[src/mt64_pkg.sv]
// ----------------------------------------------------------------------------
// MT19937-64 shared definitions
// Sizes, constants, operation codes and the structs that travel between the
// sequencer, the state memory and the multiplier.
// ----------------------------------------------------------------------------
package mt64_pkg;

  localparam int STATE_WORDS   = 312;
  localparam int MIDDLE_OFFSET = 156;
  localparam int WORD_W        = 64;
  localparam int ADDR_W        = $clog2(STATE_WORDS);
  // The read index also holds the never-seeded mark one above the store size.
  localparam int IDX_W         = $clog2(STATE_WORDS + 2);

  typedef logic [WORD_W-1:0] word_t;
  typedef logic [ADDR_W-1:0] addr_t;
  typedef logic [IDX_W-1:0]  idx_t;

  localparam addr_t LAST_ADDR = addr_t'(STATE_WORDS - 1);
  localparam addr_t MID_ADDR  = addr_t'(MIDDLE_OFFSET);
  localparam idx_t  IDX_FULL  = idx_t'(STATE_WORDS);
  localparam idx_t  UNSEEDED  = idx_t'(STATE_WORDS + 1);

  localparam logic [1:0] OP_NEXT = 2'd0;
  localparam logic [1:0] OP_SEED = 2'd1;
  localparam logic [1:0] OP_KEY  = 2'd2;

  localparam word_t MUL_LIN      = 64'd6364136223846793005;
  localparam word_t MUL_KEY1     = 64'd3935559000370003845;
  localparam word_t MUL_KEY2     = 64'd2862933555777941757;
  localparam word_t TWIST_MATRIX = 64'hB502_6F5A_A966_19E9;
  localparam word_t UPPER_MASK   = 64'hFFFF_FFFF_8000_0000;
  localparam word_t LOWER_MASK   = 64'h0000_0000_7FFF_FFFF;
  localparam word_t TEMPER_D     = 64'h5555_5555_5555_5555;
  localparam word_t TEMPER_B     = 64'h71D6_7FFF_EDA6_0000;
  localparam word_t TEMPER_C     = 64'hFFF7_EEE0_0000_0000;
  localparam word_t SEED_DEFAULT = 64'd5489;
  localparam word_t SEED_BASE    = 64'd19650218;
  localparam word_t WORD0_FORCED = 64'h8000_0000_0000_0000;

  typedef struct packed {
    logic  en;
    addr_t addr;
    word_t data;
  } mem_wr_t;

  typedef struct packed {
    logic  start;
    word_t a;
    word_t b;
  } mul_req_t;

  function automatic word_t fixed_key(input logic [1:0] j);
    word_t k;
    unique case (j)
      2'd0: k = 64'h12345;
      2'd1: k = 64'h23456;
      2'd2: k = 64'h34567;
      default: k = 64'h45678;
    endcase
    return k;
  endfunction

endpackage

[src/mt64_mul.sv]
// ----------------------------------------------------------------------------
// MT19937-64 multiplier
// Low 64 bits of a 64x64 product from three 32x32 partial products, one per
// cycle on a shared multiplier. The result is valid when done pulses.
// ----------------------------------------------------------------------------
module mt64_mul (
  input  logic               clk,
  input  logic               rst,
  input  mt64_pkg::mul_req_t req,
  output logic               done,
  output mt64_pkg::word_t    prod
);

  mt64_pkg::word_t a;
  mt64_pkg::word_t b;
  logic            busy;
  logic [1:0]      step;
  logic [31:0]     mx;
  logic [31:0]     my;
  logic [63:0]     pp;

  always_comb begin
    unique case (step)
      2'd0: begin
        mx = a[31:0];
        my = b[31:0];
      end
      2'd1: begin
        mx = a[31:0];
        my = b[63:32];
      end
      default: begin
        mx = a[63:32];
        my = b[31:0];
      end
    endcase
  end

  assign pp = mx * my;

  always_ff @(posedge clk) begin
    if (rst) begin
      busy <= 1'b0;
      step <= 2'd0;
      done <= 1'b0;
    end else begin
      done <= 1'b0;
      if (req.start) begin
        busy <= 1'b1;
        step <= 2'd0;
      end else if (busy) begin
        step <= step + 2'd1;
        if (step == 2'd2) begin
          busy <= 1'b0;
          done <= 1'b1;
        end
      end
    end
  end

  // Only the low half of each cross term lands inside the 64-bit result.
  always_ff @(posedge clk) begin
    if (req.start) begin
      a <= req.a;
      b <= req.b;
    end else if (busy) begin
      if (step == 2'd0) begin
        prod <= pp;
      end else begin
        prod <= prod + {pp[31:0], 32'd0};
      end
    end
  end

endmodule

[config.mk]
export PLATFORM = sky130hd
export DESIGN_NAME = mt64_mul
export DESIGN_NICKNAME = d
export VERILOG_FILES = /design/src/mt64_pkg.sv /design/src/mt64_mul.sv
export SDC_FILE = /design/constraint.sdc
export NUM_CORES = 2
export LEC_CHECK = 0
export ABC_AREA = 1
export BUFFER_PORTS_ARGS = -buffer_cell sky130_fd_sc_hd__buf_2
export CORE_MARGIN = 2
export CORE_UTILIZATION = 40
export CTS_CLUSTER_SIZE = 10
export DETAILED_ROUTE_END_ITERATION = 7
export GPL_TIMING_DRIVEN = 0
export PLACE_DENSITY = 0.65
export SYNTH_ARGS = -nofsm -noshare
export SYNTH_HDL_FRONTEND = slang
export SYNTH_SLANG_ARGS = --single-unit
export TNS_END_PERCENT = 20
[constraint.sdc]
create_clock -name clk -period 10.09 [get_ports clk]
set_clock_uncertainty 0.2 [all_clocks]
set_input_delay 0.5045 -clock clk [delete_from_list [all_inputs] [get_ports clk]]
set_output_delay 0.5045 -clock clk [all_outputs]
set_load 0.02 [all_outputs]
Yosys cells after proc, flatten, opt, wreduce, memory -nomap -nowiden
Index checks and enable logic that the tools add are counted.
Widths: inputs -> output; s select.
{ "op_classes": {"add_sub_neg": 2, "n_mul": 1, "eq_ne": 2, "muxes": 7, "bitwise_logic": 2, "reduce_logical": 5} }
{ "op_table": {"columns": ["operator", "count"], "rows": [
  ["$add 64x64->64", 1],
  ["$mul 32x32->64", 1],
  ["$mux 32", 2],
  ["$mux 64", 1],
  ["$mux 1", 4],
  ["$reduce_or 2->1", 2],
  ["$reduce_or 3->1", 1],
  ["$add 2x1->2 const B", 1],
  ["$eq 2x1->1 const B", 1],
  ["$eq 2x2->1 const B", 1],
  ["$logic_not 2->1", 1],
  ["$not 1->1", 2],
  ["$reduce_and 2->1", 1]
]} }
{ "word_totals": {"regBits": 196, "wordCells": 25} }

Logic depth before layout (Yosys ltp)
{ "logic_depth": {"ltp_word": 6, "ltp_mapped": 47, "ltp_nobuf": 44} }

Least setup slack after synthesis
OpenSTA, ideal clock, no wires.
{ "synth_path": {"path_kind": "reg2reg", "startpoint": "register step[1]", "endpoint": "register prod[63], data pin", "arrival_time_ps": 8014, "required_ps": 9637, "setup_slack_ps": 1623, "path_stages_with_launch": 45, "path_buffers": 4, "synth_period_minus_slack_ps": 8467, "cell_sequence": "dfxtp_1 > inv_1 > ha_1 > buf_4 > buf_6 > buf_2 > o21ai_1 > buf_2 > nand2_1 > fa_1 > inv_1 > fa_1 > inv_1 > fa_1 > inv_1 > fa_1 > inv_1 > fa_1 > [... 9 more ...] > inv_1 > nor2_2 > inv_1 > nor2_1 > nand2_1 > nand2_2 > xnor2_1 > inv_1 > ha_1 > nand4_1 > nor2_1 > inv_1 > o21ai_0 > a21oi_1 > inv_1 > nand2_1 > nand3_1 > nand2_1"} }
{ "synth_between": {"elab_chain_len": 6, "word_cells_on_any_way": 8, "classes_between": "add/sub (1); mul (1); eq/ne (1); mux (3); reduce/logical (2)"} }
{ "synth_rtl": {"columns": ["item", "line", "text"], "rows": [
  ["start, declared", "mt64_mul.sv:17", "logic [1:0] step;"],
  ["start signal, assigned", "mt64_mul.sv:52", "step <= step + 2'd1;"],
  ["$eq 2x1->1 or $logic_not 2->1 (tied branches)", "mt64_mul.sv:23, mt64_mul.sv:67", null],
  ["$reduce_or 2->1 (no source line)", null, null],
  ["$mux 32", "mt64_mul.sv:23", "unique case (step)"],
  ["$mul 32x32->64", "mt64_mul.sv:39", "assign pp = mx * my;"],
  ["$add 64x64->64", "mt64_mul.sv:70", "prod <= prod + {pp[31:0], 32'd0};"],
  ["$mux 64 *", "mt64_mul.sv:67", "if (step == 2'd0) begin"],
  ["end signal, assigned", "mt64_mul.sv:68", "prod <= pp;"],
  ["end signal, assigned", "mt64_mul.sv:70", null],
  ["end, declared", "mt64_mul.sv:11", "output mt64_pkg::word_t prod"]
]} }
Mark *: on every way between the ends. The rest lies on a longest branch, timed or not.
A chain may end at the register's enable or synchronous reset.

Worst setup path after layout
{ "layout_path": {"startpoint": "register step[0]", "endpoint": "register prod[52], data pin"} }
Same word-level chain as after synthesis.

==> metrics.csv <==
stage;metric;value;unit
place;port bufs;195;
floorplanning;cell row count;119;
synthesis;most common cell in the netlist;inv_1;
routing;top layer in use;met5;
synthesis;Main synth FF type;edfxtp_1;
floorplanning;Die Width;330;um
floorplanning;Core Area;105000;sq um
routing;M1 wire length;62.8;mm
worst_setup_path;Critical Path AT;9.83;ns
clock_network;CTS Sinks;196;
timing;final period utilization;0.970;
routing;per-cell routed wire length;23.4;um
place;dpl hpwl;131;mm
run;Max-cap violations;0;
floorplanning;DIE HEIGHT;330;um
global_route;pin count of the biggest net entering global routing;75;
synthesis;Syn Inst Count;4959;
routing;post-route ant nets;0;
synthesis;syn nets;6286;
global_route;grt ovf;0;
timing;Final Max Tran Viols;0;
floorplanning;full die area;109000;sq um
worst_setup_path;max incr delay on CP;0.77;ns
synthesis;share of the synthesized area in the top cell type;0.424;
worst_setup_path;CP required;10.13;ns
clock_network;clk root buf;clkbuf_16;
routing;Post-route DRC;0;
place;Placer Congestion;1.05;
synthesis;Seq/Total Area, Yosys;0.138;
routing;metal2 WL;70.2;mm
synthesis;Netlist cell types;44;
final_layout;Layout Nets;6661;
synthesis;Ys Warns;0;
timing;fmax;102;MHz
routing;DRT Pass-1 Iters;6;
synthesis;FFs w/ async S/R, synth;0;
global_route;first-pass GRT wire length;235;mm
timing;min cycle time layout;9.79;ns
final_layout;share of post-route cells with drive strength above 1;0.116;
final_layout;area delta synth->final;14.3;%
timing;Hold WS;0.301;ns
clock_network;CTS Buf Count;17;
synthesis;Synth area leader;fa_1;
worst_setup_path;crit-path most repeated cell;fa_1;
routing;Vias;35300;
clock_network;Worst-path clk slew;0.09;ns
routing;vias per cell;5.24;
timing;Slew HR;0.0383;
worst_hold_path;Min-Delay Path Class;flop to flop;
floorplanning;Initial Util;0.403;
worst_setup_path;Critical Setup Path Class;flop to flop;
clock_network;CTS HTree Levels;4;
timing;final number of setup-violating endpoints;0;
synthesis;Synth area leaders;fa_1 42%, edfxtp_1 14%, inv_1 10%;
clock_network;CTS tree;built;
routing;met3 routed WL;16.4;mm
worst_setup_path;Crit Path Max Fanout;10;
routing;Total Wirelength;158;mm
timing;worst slew pin tran;1.43;ns
final_layout;Filler Cells Inserted;10200;
worst_setup_path;Worst Setup Start Kind;flop;
floorplanning;Ports;196;
global_route;antenna violations before repair;1;
clock_network;Clk Latency, worst-skew pair;0.50;ns
worst_setup_path;Worst path slowest cell;clkdlybuf4s15_1;
clock_network;CTS max path bufs;2;
final_layout;multi-input combinational cell area;31900;sq um
final_layout;Cell Count, Final, Fillers Out;6739;
place;placed insts;6552;
synthesis;mean area per synthesized cell;8.55;sq um
final_layout;Reg area;5850;sq um
global_route;vias in the first global route;36700;
status;status;finished clean;
routing;DR iter-0 viols;3410;
worst_setup_path;CP endpoint kind;flop;
final_layout;Final Core Density;0.461;
timing;final hold viol count;0;
synthesis;Synth Register Bits;196;
synthesis;number of flops mapped to enable cells by yosys;192;
synthesis;mapped cell area;42400;sq um
global_route;All-Layer GR Usage;0.297;
synthesis;commonest cells in the netlist;1142 x inv_1, 1072 x nand2_1, 897 x fa_1;
## state kept, by name, indices dropped and copies added, names as in the netlist
signal  count
prod       64
busy        1
a          64
done        1
step        2
b          64
## cell usage in the layout (no fill, tap or decap), types with 6 or more instances in the layout
| cell | n |
|---|---|
| nand3b_1 | 10 |
| nand2_1 | 1067 |
| nand3_1 | 97 |
| nor2_2 | 8 |
| fa_2 | 8 |
| ha_1 | 283 |
| clkbuf_1 | 15 |
| ha_2 | 13 |
| a21oi_1 | 140 |
| nand4_1 | 11 |
| xor2_1 | 20 |
| inv_2 | 25 |
| or2_1 | 9 |
| o21bai_1 | 12 |
| o21ai_2 | 21 |
| clkbuf_16 | 17 |
| o21a_1 | 6 |
| or2_2 | 26 |
| buf_2 | 274 |
| nor2_1 | 562 |
| buf_8 | 6 |
| nand2_2 | 10 |
| dlygate4sd3_1 | 129 |
| xor2_4 | 7 |
| nor3_2 | 6 |
| inv_1 | 1137 |
| edfxtp_1 | 192 |
| o21ai_0 | 85 |
| a21o_1 | 9 |
| o21ai_1 | 20 |
| nor3_1 | 15 |
| buf_4 | 51 |
| a21boi_0 | 7 |
| clkbuf_4 | 9 |
| o21ai_4 | 31 |
| inv_6 | 7 |
| fa_1 | 889 |
| inv_4 | 7 |
| buf_6 | 36 |
| clkinv_4 | 7 |
## metrics by stage
step           instance area (sq um)  setup TNS (ns)  setup WS, ns
6_report                       48400               0         0.301
5_1_grt                        48400         -0.0655       -0.0341
4_1_cts                        47500               0       0.00102
3_5_place_dp                   45200           -9.22         -1.40
3_3_place_gp                   45100           -8.80         -1.35
2_1_floorplan                  42400               0          1.62
## kinds of logic (layout without fill, tap and decap cells)
logic type               after synthesis  after routing  synth area share
flip-flops                           196            196             0.138
AO/OA/AOI/OAI                        340            340            0.0458
buffers and inverters               1357           1745             0.126
AND/OR/NAND/NOR                     1835           1835             0.171
adder cells (fa/ha/maj)             1196           1196             0.512
XOR/XNOR                              35             35           0.00723
other                                  0              1                 0
## final timing paths
path            from        to  slack (ns)  cells past startpoint
max reg2reg  step[0]  prod[52]        0.30                     33
min          step[0]   step[0]        0.30                      2
min reg2reg  step[0]   step[0]        0.30                      2
max          step[0]  prod[52]        0.30                     33
## area by class of cell
class | instances | share of cell area
antenna | 1 | 0.0000517
buffer | 174 | 0.0257
clock buffer | 17 | 0.00878
clock inverter | 15 | 0.00359
inverter | 1179 | 0.0930
multi-input combinational | 3406 | 0.658
sequential | 196 | 0.121
tap | 1391 | 0.0359
timing repair buffer | 360 | 0.0540
## worst max-delay path, delay by kind of cell (launching register included)
family	cells	cell delay (ns)
fa+ha+maj	10	4.81
buf+inv	10	1.77
simple gates	11	1.67
compound gates	2	0.69
flops	1	0.36
## layer usage
metal,vias up,GRT usage
met5,-,0
met4,2,0.137
met3,324,0.0682
met2,1819,0.460
met1,17800,0.398
li1,15300,-
## timing repair
action,CTS,global route
hold endpoints to repair,129,0
buffers inserted,5,24
pin swaps,1,6
setup endpoints to repair,19,20
resized for setup,103,220
hold buffers,129,0
Power is left out: the tool's default activity adds up to more than one toggle a clock period on the data nets, which glitch-free logic cannot reach.
