File: config.mk
export PLATFORM = sky130hd
export DESIGN_NAME = mt64_seq_flat
export DESIGN_NICKNAME = d
export VERILOG_FILES = /design/src/mt64_pkg.sv /design/src/mt64_if.sv /design/src/mt64_seq.sv /design/src/flat_wrapper.sv
export SDC_FILE = /design/constraint.sdc
export NUM_CORES = 1
export LEC_CHECK = 0
export ABC_AREA = 1
export BUFFER_PORTS_ARGS = -buffer_cell sky130_fd_sc_hd__buf_2
export CORE_MARGIN = 1.5
export CORE_UTILIZATION = 30
export DETAILED_ROUTE_END_ITERATION = 10
export GPL_ROUTABILITY_DRIVEN = 1
export MAX_ROUTING_LAYER = met4
export SYNTH_ARGS = -nofsm -noshare
export SYNTH_HDL_FRONTEND = slang
export SYNTH_SLANG_ARGS = --single-unit
File: constraint.sdc
create_clock -name clk -period 18.64 [get_ports clk]
set_input_delay 1.864 -clock clk [delete_from_list [all_inputs] [get_ports clk]]
set_output_delay 1.864 -clock clk [all_outputs]
set_load 0.005 [all_outputs]
File: src/mt64_pkg.sv
// ----------------------------------------------------------------------------
// MT19937-64 shared definitions
// Sizes, constants, operation codes and the structs that travel between the
// sequencer, the state memory and the multiplier.
// ----------------------------------------------------------------------------
package mt64_pkg;

  localparam int STATE_WORDS   = 312;
  localparam int MIDDLE_OFFSET = 156;
  localparam int WORD_W        = 64;
  localparam int ADDR_W        = $clog2(STATE_WORDS);
  // The read index also holds the never-seeded mark one above the store size.
  localparam int IDX_W         = $clog2(STATE_WORDS + 2);

  typedef logic [WORD_W-1:0] word_t;
  typedef logic [ADDR_W-1:0] addr_t;
  typedef logic [IDX_W-1:0]  idx_t;

  localparam addr_t LAST_ADDR = addr_t'(STATE_WORDS - 1);
  localparam addr_t MID_ADDR  = addr_t'(MIDDLE_OFFSET);
  localparam idx_t  IDX_FULL  = idx_t'(STATE_WORDS);
  localparam idx_t  UNSEEDED  = idx_t'(STATE_WORDS + 1);

  localparam logic [1:0] OP_NEXT = 2'd0;
  localparam logic [1:0] OP_SEED = 2'd1;
  localparam logic [1:0] OP_KEY  = 2'd2;

  localparam word_t MUL_LIN      = 64'd6364136223846793005;
  localparam word_t MUL_KEY1     = 64'd3935559000370003845;
  localparam word_t MUL_KEY2     = 64'd2862933555777941757;
  localparam word_t TWIST_MATRIX = 64'hB502_6F5A_A966_19E9;
  localparam word_t UPPER_MASK   = 64'hFFFF_FFFF_8000_0000;
  localparam word_t LOWER_MASK   = 64'h0000_0000_7FFF_FFFF;
  localparam word_t TEMPER_D     = 64'h5555_5555_5555_5555;
  localparam word_t TEMPER_B     = 64'h71D6_7FFF_EDA6_0000;
  localparam word_t TEMPER_C     = 64'hFFF7_EEE0_0000_0000;
  localparam word_t SEED_DEFAULT = 64'd5489;
  localparam word_t SEED_BASE    = 64'd19650218;
  localparam word_t WORD0_FORCED = 64'h8000_0000_0000_0000;

  typedef struct packed {
    logic  en;
    addr_t addr;
    word_t data;
  } mem_wr_t;

  typedef struct packed {
    logic  start;
    word_t a;
    word_t b;
  } mul_req_t;

  function automatic word_t fixed_key(input logic [1:0] j);
    word_t k;
    unique case (j)
      2'd0: k = 64'h12345;
      2'd1: k = 64'h23456;
      2'd2: k = 64'h34567;
      default: k = 64'h45678;
    endcase
    return k;
  endfunction

endpackage

File: src/mt64_if.sv
// ----------------------------------------------------------------------------
// MT19937-64 stream interfaces
// Request channel (operation and seed) and result channel (tempered word).
// ----------------------------------------------------------------------------
interface mt64_req_if;
  logic          valid;
  logic          ready;
  logic [1:0]    operation;
  mt64_pkg::word_t seed_value;

  modport source (output valid, output operation, output seed_value, input ready);
  modport sink   (input valid, input operation, input seed_value, output ready);
endinterface


File: src/mt64_seq.sv
// ----------------------------------------------------------------------------
// MT19937-64 sequencer
// Walks the state memory for seeding, key mixing, twisting and word reads,
// driving the memory ports and the shared multiplier.
// ----------------------------------------------------------------------------
module mt64_seq (
  input  logic               clk,
  input  logic               rst,
  mt64_req_if.sink           req,
  output mt64_pkg::mem_wr_t  wr,
  output mt64_pkg::addr_t    rd_addr_a,
  output mt64_pkg::addr_t    rd_addr_b,
  input  mt64_pkg::word_t    rd_data_a,
  input  mt64_pkg::word_t    rd_data_b,
  output mt64_pkg::mul_req_t mul_req,
  input  logic               mul_done,
  input  mt64_pkg::word_t    mul_prod,
  input  logic               out_free,
  output logic               out_load,
  output mt64_pkg::word_t    out_raw
);

  typedef enum logic [13:0] {
    S_IDLE     = 14'b00000000000001,
    S_LIN_W0   = 14'b00000000000010,
    S_LIN_MUL  = 14'b00000000000100,
    S_LIN_WAIT = 14'b00000000001000,
    S_KEY_MUL  = 14'b00000000010000,
    S_KEY_WAIT = 14'b00000000100000,
    S_KEY_WRAP = 14'b00000001000000,
    S_KEY_NEXT = 14'b00000010000000,
    S_KEY_FIX  = 14'b00000100000000,
    S_TW_PRIME = 14'b00001000000000,
    S_TW_LOAD  = 14'b00010000000000,
    S_TW_RUN   = 14'b00100000000000,
    S_READ     = 14'b01000000000000,
    S_TEMPER   = 14'b10000000000000
  } state_t;

  typedef enum logic [2:0] {
    G_WORD = 3'b001,
    G_SEED = 3'b010,
    G_KEY  = 3'b100
  } goal_t;

  state_t          state;
  goal_t           goal;
  mt64_pkg::idx_t  idx;
  mt64_pkg::word_t p;
  mt64_pkg::word_t cur;
  mt64_pkg::addr_t n;
  mt64_pkg::addr_t i;
  logic [1:0]      j;
  mt64_pkg::addr_t k;
  logic            phase2;
  mt64_pkg::addr_t addr_a;
  mt64_pkg::addr_t addr_b;

  mt64_pkg::word_t lin_val;
  mt64_pkg::word_t key_val;
  mt64_pkg::word_t mix;
  mt64_pkg::word_t y;
  mt64_pkg::word_t tw_val;

  assign req.ready = (state == S_IDLE);

  assign lin_val = mul_prod + mt64_pkg::word_t'(n);
  assign mix     = rd_data_a ^ mul_prod;
  assign key_val = phase2 ? (mix - mt64_pkg::word_t'(i))
                          : (mix + mt64_pkg::fixed_key(j) + mt64_pkg::word_t'(j));

  assign y      = (cur & mt64_pkg::UPPER_MASK) | (rd_data_a & mt64_pkg::LOWER_MASK);
  assign tw_val = rd_data_b ^ (y >> 1) ^ (y[0] ? mt64_pkg::TWIST_MATRIX : '0);

  assign mul_req.start = (state == S_LIN_MUL) || (state == S_KEY_MUL);
  assign mul_req.a     = p ^ (p >> 62);
  assign mul_req.b     = (state == S_LIN_MUL) ? mt64_pkg::MUL_LIN
                       : (phase2 ? mt64_pkg::MUL_KEY2 : mt64_pkg::MUL_KEY1);

  assign out_load  = (state == S_TEMPER) && out_free;
  assign out_raw   = rd_data_a;
  assign rd_addr_b = addr_b;

  always_comb begin
    unique case (state)
      S_KEY_MUL, S_KEY_WAIT: rd_addr_a = i;
      S_TW_PRIME:            rd_addr_a = '0;
      S_READ, S_TEMPER:      rd_addr_a = idx[mt64_pkg::ADDR_W-1:0];
      default:               rd_addr_a = addr_a;
    endcase
  end

  always_comb begin
    wr.en   = 1'b0;
    wr.addr = '0;
    wr.data = p;
    unique case (state)
      S_LIN_W0, S_KEY_WRAP: begin
        wr.en = 1'b1;
      end
      S_LIN_WAIT: begin
        wr.en   = mul_done;
        wr.addr = n;
        wr.data = lin_val;
      end
      S_KEY_WAIT: begin
        wr.en   = mul_done;
        wr.addr = i;
        wr.data = key_val;
      end
      S_KEY_FIX: begin
        wr.en   = 1'b1;
        wr.data = mt64_pkg::WORD0_FORCED;
      end
      S_TW_RUN: begin
        wr.en   = 1'b1;
        wr.addr = n;
        wr.data = tw_val;
      end
      default: begin
        wr.en = 1'b0;
      end
    endcase
  end

  always_ff @(posedge clk) begin
    if (rst) begin
      state <= S_IDLE;
      goal  <= G_SEED;
      idx   <= mt64_pkg::UNSEEDED;
    end else begin
      unique case (state)
        S_IDLE: begin
          if (req.valid) begin
            priority case (req.operation)
              mt64_pkg::OP_NEXT: begin
                goal <= G_WORD;
                if (idx == mt64_pkg::UNSEEDED) begin
                  p     <= mt64_pkg::SEED_DEFAULT;
                  state <= S_LIN_W0;
                end else if (idx >= mt64_pkg::IDX_FULL) begin
                  state <= S_TW_PRIME;
                end else begin
                  state <= S_READ;
                end
              end
              mt64_pkg::OP_SEED: begin
                p     <= req.seed_value;
                goal  <= G_SEED;
                state <= S_LIN_W0;
              end
              mt64_pkg::OP_KEY: begin
                p     <= mt64_pkg::SEED_BASE;
                goal  <= G_KEY;
                state <= S_LIN_W0;
              end
              default: state <= S_IDLE;
            endcase
          end
        end
        S_LIN_W0: begin
          n     <= mt64_pkg::addr_t'(1);
          state <= S_LIN_MUL;
        end
        S_LIN_MUL: state <= S_LIN_WAIT;
        S_LIN_WAIT: begin
          if (mul_done) begin
            p <= lin_val;
            if (n == mt64_pkg::LAST_ADDR) begin
              idx <= mt64_pkg::IDX_FULL;
              unique case (goal)
                G_WORD: state <= S_TW_PRIME;
                G_KEY: begin
                  // Key mixing restarts from word 0, which holds the base seed.
                  p      <= mt64_pkg::SEED_BASE;
                  i      <= mt64_pkg::addr_t'(1);
                  j      <= 2'd0;
                  k      <= mt64_pkg::addr_t'(mt64_pkg::STATE_WORDS);
                  phase2 <= 1'b0;
                  state  <= S_KEY_MUL;
                end
                default: state <= S_IDLE;
              endcase
            end else begin
              n     <= n + mt64_pkg::addr_t'(1);
              state <= S_LIN_MUL;
            end
          end
        end
        S_KEY_MUL: state <= S_KEY_WAIT;
        S_KEY_WAIT: begin
          if (mul_done) begin
            p <= key_val;
            k <= k - mt64_pkg::addr_t'(1);
            if (!phase2) begin
              j <= j + 2'd1;
            end
            if (i == mt64_pkg::LAST_ADDR) begin
              state <= S_KEY_WRAP;
            end else begin
              i     <= i + mt64_pkg::addr_t'(1);
              state <= S_KEY_NEXT;
            end
          end
        end
        S_KEY_WRAP: begin
          // Word 0 takes a copy of the last word just written.
          i     <= mt64_pkg::addr_t'(1);
          state <= S_KEY_NEXT;
        end
        S_KEY_NEXT: begin
          if (k == '0) begin
            if (!phase2) begin
              phase2 <= 1'b1;
              k      <= mt64_pkg::LAST_ADDR;
              state  <= S_KEY_MUL;
            end else begin
              state <= S_KEY_FIX;
            end
          end else begin
            state <= S_KEY_MUL;
          end
        end
        S_KEY_FIX: begin
          idx   <= mt64_pkg::IDX_FULL;
          state <= S_IDLE;
        end
        S_TW_PRIME: begin
          addr_a <= mt64_pkg::addr_t'(1);
          addr_b <= mt64_pkg::MID_ADDR;
          state  <= S_TW_LOAD;
        end
        S_TW_LOAD, S_TW_RUN: begin
          // Reads run one word ahead of the write; the next word's old value
          // is kept as the current word for the following step.
          cur    <= rd_data_a;
          addr_a <= (addr_a == mt64_pkg::LAST_ADDR) ? '0 : addr_a + mt64_pkg::addr_t'(1);
          addr_b <= (addr_b == mt64_pkg::LAST_ADDR) ? '0 : addr_b + mt64_pkg::addr_t'(1);
          if (state == S_TW_LOAD) begin
            n     <= '0;
            state <= S_TW_RUN;
          end else if (n == mt64_pkg::LAST_ADDR) begin
            idx   <= '0;
            state <= S_READ;
          end else begin
            n <= n + mt64_pkg::addr_t'(1);
          end
        end
        S_READ: state <= S_TEMPER;
        S_TEMPER: begin
          if (out_free) begin
            idx   <= idx + mt64_pkg::idx_t'(1);
            state <= S_IDLE;
          end
        end
        default: state <= S_IDLE;
      endcase
    end
  end

endmodule

File: src/flat_wrapper.sv
// flat-port wrapper written by rule: the top's interface ports become plain ports
module mt64_seq_flat 
  (clk, rst, wr, rd_addr_a, rd_addr_b, rd_data_a, rd_data_b, mul_req, mul_done, mul_prod, out_free, out_load, out_raw, req_valid, req_operation, req_seed_value, req_ready);
  mt64_req_if req_i ();
  input  logic clk;
  input  logic rst;
  output mt64_pkg::mem_wr_t wr;
  output mt64_pkg::addr_t rd_addr_a;
  output mt64_pkg::addr_t rd_addr_b;
  input  mt64_pkg::word_t rd_data_a;
  input  mt64_pkg::word_t rd_data_b;
  output mt64_pkg::mul_req_t mul_req;
  input  logic mul_done;
  input  mt64_pkg::word_t mul_prod;
  input  logic out_free;
  output logic out_load;
  output mt64_pkg::word_t out_raw;
  input wire logic [$bits(req_i.valid)-1:0] req_valid;
  input wire logic [$bits(req_i.operation)-1:0] req_operation;
  input wire logic [$bits(req_i.seed_value)-1:0] req_seed_value;
  output wire logic [$bits(req_i.ready)-1:0] req_ready;
  assign req_i.valid = req_valid;
  assign req_i.operation = req_operation;
  assign req_i.seed_value = req_seed_value;
  assign req_ready = req_i.ready;
  mt64_seq u_core (.clk(clk), .rst(rst), .req(req_i), .wr(wr), .rd_addr_a(rd_addr_a), .rd_addr_b(rd_addr_b), .rd_data_a(rd_data_a), .rd_data_b(rd_data_b), .mul_req(mul_req), .mul_done(mul_done), .mul_prod(mul_prod), .out_free(out_free), .out_load(out_load), .out_raw(out_raw));
endmodule
* After elaboration in Yosys (flattened, before gate mapping)
Index checks and enable logic that the tools add are counted.
Word-level totals: register bits 202, bits of input ports 263, output and inout port bits 287, logic and storage cells 173
Cells by class: add/sub/neg operators 11, $lt $le $gt $ge 1, equal/unequal tests 40, mux-type cells 71, bitwise gates (word level) 6, reductions and logical operators 32
Operators by type and width (number):
- $mux W64 | 9
- $pmux W64 S3 | 2
- $pmux W64 S4 | 1
- $mux W9 | 23
- $pmux W14 S12 | 1
- $xor A64 B64 Y64 | 2
- $pmux W9 S3 | 4
- $mux W14 | 7
- $add A64 B19 Y64 | 1
- $add A64 B2 Y64 | 1
- $add A64 B9 Y64 | 1
- $or A64 B31 Y64 | 1
- $sub A64 B9 Y64 | 1
- $xor A64 B2 Y64 | 1
- $xor A64 B63 Y64 | 1
- $mux W61 | 1
- $pmux W19 S3 | 1
- $pmux W9 S2 | 3
- $add A9 B1 Y9 const B | 5
- $eq A9 B9 Y1 const B | 5
- $pmux W9 S4 | 1
- $pmux W14 S2 | 1
- $reduce_and A7 Y1 | 3
- $pmux W10 S2 | 1
- other kinds (49) | 84

* Logic depth before layout (Yosys ltp)
Gate-level depths: netlist of run 1.
depth after elaboration 7, gate-level depth with buffers 23, gate-level depth less buffers 23

* Worst setup path after synthesis of run 1
OpenSTA, ideal clock, no wires.
path type input to register, start point input port req_operation[1], end point register u_core.p[0], enable pin, setup time 0.827 ns, arrival time 12.566 ns, required time 17.813 ns, path slack 5.247 ns, cell stages on the path 7, path buffers 1, path through inv_1 -> ha_1 -> clkbuf_1 -> nor2_1 -> inv_1 -> a21oi_1 -> a2111oi_0
On the way: longest elaborated chain between the ends 3
Ends and longest elaborated chain:
- start, declared | RTL line flat_wrapper.sv:19 | input wire logic [$bits(req_i.operation)-1:0] req_operation;
- $eq A2 B1 Y1, or another cell as far along | RTL line mt64_seq.sv:135 | priority case (req.operation)
- $ne A4 B1 Y1 (no source line) / $ne A3 B2 Y1 (equally long branches)
- $reduce_and A7 Y1 (no source line) *
- end signal, assigned | RTL line mt64_seq.sv:139 | p <= mt64_pkg::SEED_DEFAULT;
- end signal, assigned | RTL line mt64_seq.sv:148 | p <= req.seed_value;
- end signal, assigned | RTL line mt64_seq.sv:153 | p <= mt64_pkg::SEED_BASE;
- end, declared | RTL line mt64_seq.sv:49 | mt64_pkg::word_t p;
Mark *: on every way between the ends. The rest lies on a longest branch, timed or not. A chain may end at the register's enable or synchronous reset.

==> impl_metrics.toml, run 1 <==
[hold_path]
min_path_type = "flop to flop"

[power_and_ir_drop]
p_comb_frac = 0.460
p_leak_nw = 12.6
power_frac_seq = 0.302
swShare = 0.463
internal_power_uw = 934
p_switching_uw = 807
powerDensity_mw_per_mm2 = 67.1
p_clk_frac = 0.238
fin_total_pwr_mw = 1.74
ir_drop_v = 0.0000695

[sta]
skew_ns = 0.0286
finalHoldViolCount = 0
grt_setup_unrepaired = "no"
post-route-period-util = 0.394
layout_min_cycle_time_ns = 7.35
final.setup.tns_ns = 0
worst_slack_ns = 11.29
slew_headroom = 0.141
fmax_mhz = 136
slew_violations = 0
tightestPinTransition_ns = 1.28
finalSetupViolCount = 0

[finish]
multiInputGateArea_sq_mm = 0.0146
fill_cells = 8539
drive_gt1_frac = 0.161
fin_area_sq_mm = 0.0259
syn2layout_area_growth_pct = 13.3
nets = 4450
final-seq-area_sq_mm = 0.00487
fin_util = 0.343

[yosys]
ys_seq_area_frac = 0.213
yosys_warnings = 0
synthTopCellsByCount = "nand2_1 (1,216), nor2_1 (460), inv_1 (442)"
yosys.cell_count.top_type = "nand2_1"
syn_area_per_cell_sq_um = 6.02
synth_enable_flop_cells = 145
synthTopCellsByArea = "nand2_1 (20%), edfxtp_1 (19%), nand3_1 (7.9%)"
synth-async-reset-ratio = 0
ys_ff_latch = 171
syn_inst = 3804
synth.largest_area_cell = "nand2_1"
synth_top_area_share = 0.199
synth.distinct_cells = 61
synth_area_sq_mm = 0.0229
synth_flop_cell = "edfxtp_1"

[cts]
numCtsBuffers = 17
clkTransAtPathRegs_ns = 0.08
cts_root_buffer = "clkbuf_16"
clk_path_buf_depth = 2
cts_resized = 0
clkLatencyLatePin_ns = 0.53
tritoncts = "done"
cts_setup_buffers = 0
clkSinkCount = 171
cts_hold_buf = 0
cts_htree_levels = 4

[drt]
wl_per_cell_microns = 25.8
route.detailed.drc = 0
drt-total-wl_microns = 132000
vias = 27857
vias_per_cell = 5.44
dr.first_iter.drc_count = 3370
ant_nets = 0
dr.pass1.iters = 7

[global_route]
grt_use_total = 0.337
gr-total-overflow = 0
antenna_found_initial = 14
grt_max_degree = 69
grt_pass1_vias = 25016
grt_pass1_wl_microns = 182000

[job]
maxCapViolCount = 0

[setup_path]
cp_max_fo = 24
required_ns = 16.78
end_kind = "output pin"
slowest_delay_ns = 0.38
critPathArrivalTime_ns = 5.48
start_kind = "input pin"
path_common_cell = "nand2_1"
worst-setup-path-type = "input pin to output pin"
worstPathCellList = "buf_2 > buf_4 > xnor2_1 > fa_1 > inv_1 > ha_1 > fa_1 > nand2_1 > nand3_1 > nand3_1 > nand2_1 > nand2_1 > nand2_1 > nand2_1 > nand2_1 > xor2_1 > nand2_1 > nand3_1 > nand4_1 > buf_2"
slowest_stage = "fa_1"

[outcome]
status = "finished clean"

[placed_design]
port_buffers = 533
gp_congestion = 1.09
post-place-ws_ns = 11.39
placed_cell_area_sq_mm = 0.0253
dp_hpwl_microns = 111000

[floorplanning]
start_util = 0.302
die_h_microns = 279
num_rows = 101
dieArea_sq_mm = 0.0780
dieWidth_microns = 279
io_pins = 550
fp.coreArea_sq_mm = 0.0757
## cell families after synthesis
logic type / Yosys count / share of synthesized area
AOI/OAI and AO/OA: 337 / 0.0919
xor gates and xnor gates: 207 / 0.0795
adders and majority gates: 69 / 0.0390
buffers and inverters: 732 / 0.153
DFF: 171 / 0.213
muxes: 1 / 0.000437
other: 2 / 0.000328
and+or+nand+nor: 2285 / 0.423
## stage by stage
stage               cells  hold slack, ns
floorplan            3818           0.456
global placement     5077           0.478
detailed placement   5077           0.479
CTS                  5109           0.493
global route         5120           0.516
finish               5122           0.487
## path summary, 6_finish.rpt
path	startpoint	to	slack, ns	cells past startpoint
setup / recovery	rd_data_a[0]	wr[21]	11.29	20
hold / removal	u_core.goal[0]	u_core.goal[0]	0.49	2
setup reg to reg	u_core.j[1]	u_core.p[17]	14.06	18
hold reg to reg	u_core.goal[0]	u_core.goal[0]	0.49	2
## critical path: cells and delay by family
family,cells,cell delay [ns]
simple gates,11,1.61
fa+ha+maj,3,0.93
buf+inv,4,0.68
xor+xnor,2,0.35
## area by class of cell
type | count | share of cell area
sequential | 171 | 0.188
timing repair buffer | 557 | 0.110
clock buffer | 17 | 0.0164
antenna | 13 | 0.00125
inverter | 456 | 0.0660
clock inverter | 15 | 0.00810
tap | 978 | 0.0472
multi-input combinational | 2915 | 0.563
## power groups by stage
| stage | Sequential [mW] | Combinational [mW] | Clock, mW |
|---|---|---|---|
| 3_5_place_dp | 0.531 | 0.779 | 0 |
| 6_report | 0.526 | 0.801 | 0.413 |
| 3_3_place_gp | 0.531 | 0.780 | 0 |
| 4_1_cts | 0.523 | 0.783 | 0.421 |
| 5_1_grt | 0.528 | 0.856 | 0.426 |
| 2_1_floorplan | 0.530 | 0.474 | 0 |
## registers in the layout, indices dropped and copies added, names as in the netlist
signal / flops
u_core.addr_a: 9
u_core.phase2: 1
u_core.n: 9
u_core.j: 2
u_core.k: 9
u_core.goal: 3
u_core.p: 64
u_core.rd_addr_b: 9
u_core.idx: 9
u_core.cur: 33
u_core.state: 14
u_core.i: 9
## metal layers
layer | global-route usage | part of all wire
met3 | 0.0761 | 0.11
met5 | - | 0
met1 | 0.455 | 0.43
met2 | 0.495 | 0.43
met4 | 0.108 | 0.032
## placed cells by master, fill, tap and decap left out, types with 15 or more instances in the layout
cell and instances:
o211ai_1 38, nand2_1 1216, conb_1 16, nor3_1 55, nand3b_1 15, o2111ai_1 40, o21ai_0 93, xor2_1 141
buf_2 533, dfxtp_1 26, edfxtp_1 145, buf_4 24, nor2_1 458, clkbuf_16 17, inv_1 441, nand4_1 97
a21oi_1 98, nand3_1 361, xnor2_1 65, or2_2 21, ha_1 65
(Power assumes the default switching activity.)
==> inputs of run 2 (changes only) <==
Settings changed: ABC_AREA 1 to 0.
Clock period 18.64 ns to 6.2 ns, I/O delays scaled along.
==> run 2 against run 1 <==
Effect of this change: synthesized cell count down 39%; clock power rose to 2.8 times the previous value; sequential power up 140%; critical path type is now flop to output pin; largest cell class unchanged.
==> impl_metrics.toml, run 2 <==
[outcome]
status = "finished clean"

[placed_design]
port_buffers = 533
gp_congestion = 1.03
post-place-ws_ns = 0.804
dp_hpwl_microns = 73300

[floorplanning]
die_h_microns = 252
start_util = 0.303
io_pins = 550
dieArea_sq_mm = 0.0636
num_rows = 91
dieWidth_microns = 252
fp.coreArea_sq_mm = 0.0615

[yosys]
synth_area_sq_mm = 0.0186
synth_flop_cell = "edfxtp_1"
synth.largest_area_cell = "edfxtp_1"
synth_top_area_share = 0.234
syn_area_per_cell_sq_um = 8.04
ys_ff_latch = 171
yosys_warnings = 0
ys_seq_area_frac = 0.262
synth_enable_flop_cells = 145
synth-async-reset-ratio = 0
synthTopCellsByCount = "nor2_1 (236), nand2_1 (214), xnor2_1 (202)"
synthTopCellsByArea = "edfxtp_1 (23%), xnor2_1 (9.5%), buf_4 (7.5%)"
syn_inst = 2315
yosys.cell_count.top_type = "nor2_1"
synth.distinct_cells = 90

[cts]
tritoncts = "done"
cts_setup_buffers = 0
clk_path_buf_depth = 2
clkSinkCount = 171
numCtsBuffers = 17
cts_root_buffer = "clkbuf_16"
cts_hold_buf = 0
cts_resized = 0
clkTransAtPathRegs_ns = 0.08
clkLatencyLatePin_ns = 0.50
cts_htree_levels = 4

[setup_path]
cp.buffers_inverters = 4
crit_family = "compound AO/OA/AOI/OAI gates"
cp_max_fo = 14
start_kind = "flop"
required_ns = 5.58
r2r_setup_slack_ns = 1.42
critPathArrivalTime_ns = 5.23
slowest_delay_ns = 0.45
regToRegEndpoint = "u_core.p[45]"
end_kind = "output pin"
worstPathCellList = "inv_1 > ha_1 > o21ai_0 > fa_1 > inv_1 > ha_1 > fa_1 > a211oi_1 > nor2_1 > a221oi_2 > o221ai_1 > buf_4 > and4_1 > a22oi_1 > mux2i_1 > o211ai_1 > buf_2"
worst-setup-path-type = "flop to output pin"
r2r_cells = 16
r2r_start = "u_core.j[0]"
slowest_stage = "edfxtp_1"

[drt]
dr.first_iter.drc_count = 2471
ant_nets = 0
drt-total-wl_microns = 92700
dr_wl_met2_microns = 41600
maxUsedRoutingLayer = "met4"
vias_per_cell = 5.75
dr.pass1.iters = 7
wl_per_cell_microns = 26.8
wl_met3_microns = 8420
route.detailed.drc = 0
wl_met1_microns = 40000
vias = 19893

[global_route]
antenna_found_initial = 9
grt_max_degree = 56
grt_pass1_wl_microns = 129000
grt_use_total = 0.289
gr-total-overflow = 0
grt_pass1_vias = 18193

[sta]
tightestPinTransition_ns = 1.10
slew_violations = 0
final.setup.tns_ns = 0
finalHoldViolCount = 0
timing.hold.ws_ns = 0.350
fmax_mhz = 171
post-route-period-util = 0.943
skew_ns = 0.0137
finalSetupViolCount = 0
slew_headroom = 0.265
worst_slack_ns = 0.352
grt_setup_unrepaired = "no"
layout_min_cycle_time_ns = 5.85

[finish]
fin_util = 0.352
nets = 2981
syn2layout_area_growth_pct = 16.3
max_flop_register = "u_core.p"
final_common_cell = "buf_2"
reg.largest.list = "u_core.p (64), u_core.cur (33), u_core.state (14)"
mostFrequentLayoutCells = "buf_2 (533), nor2_1 (234), nand2_1 (214)"
largest_reg_flops = 64
drive_gt1_frac = 0.252

[power_and_ir_drop]
ir_drop_v = 0.000229
powerDensity_mw_per_mm2 = 155
p_leak_nw = 8.54

[hold_path]
min_to = "u_core.cur[31]"
worstHoldStart = "rd_data_a[31]"
min_path_type = "input pin to flop"
hold_depth = 1

[job]
maxCapViolCount = 0
## run 2: layer usage
layer / up-vias / global-route usage
met5: - / -
met4: 0 / 0.0847
met3: 147 / 0.0547
met2: 1187 / 0.438
met1: 9640 / 0.390
li1: 8919 / -
## run 2: cell families after synthesis
logic type	share of synthesized area
DFF	0.262
adders and majority gates	0.0480
other	0.000403
and+or+nand+nor	0.240
buffers and inverters	0.106
muxes	0.0103
AOI/OAI and AO/OA	0.180
xor gates and xnor gates	0.154
## run 2: area by class of cell
| cell class | count | area, sq um |
|---|---|---|
| Clock buffer | 18 | 439 |
| Sequential cell | 171 | 4870 |
| Tap cell | 790 | 988 |
| Timing Repair Buffer | 587 | 3110 |
| Multi-Input combinational cell | 1824 | 11900 |
| Clock inverter | 14 | 148 |
| Antenna cell | 7 | 17.5 |
| Fill cell | 6582 | 39800 |
| Inverter | 48 | 180 |
## run 2: power by group
group / internal, mW / switching (mW) / total, mW
clock: 0.548 / 0.597 / 1.14
combinational: 0.342 / 0.586 / 0.927
sequential: 1.26 / 0.0148 / 1.28
## run 2: metrics by stage
step | area, sq um | cells | total power [mW]
3_5_place_dp | 21000 | 3420 | 2.20
2_1_floorplan | 18700 | 2329 | 1.85
3_3_place_gp | 21000 | 3420 | 2.21
4_1_cts | 21600 | 3452 | 3.34
6_report | 21700 | 3459 | 3.35
5_1_grt | 21600 | 3457 | 3.45
## run 2: worst max path at each step
| stage | endpoint | from | slack, ns | cells after the start |
|---|---|---|---|---|
| 2_1_floorplan | wr[45] | rd_data_a[0] | 0.87 | 16 |
| 3_3_place_gp | wr[45] | u_core.j[0] | 0.96 | 17 |
| 3_5_place_dp | wr[45] | u_core.j[0] | 0.80 | 17 |
| 4_1_cts | wr[45] | u_core.j[0] | 0.24 | 17 |
| 5_1_grt | wr[45] | u_core.j[0] | 0.06 | 17 |
| 6_report | wr[45] | u_core.j[0] | 0.35 | 17 |
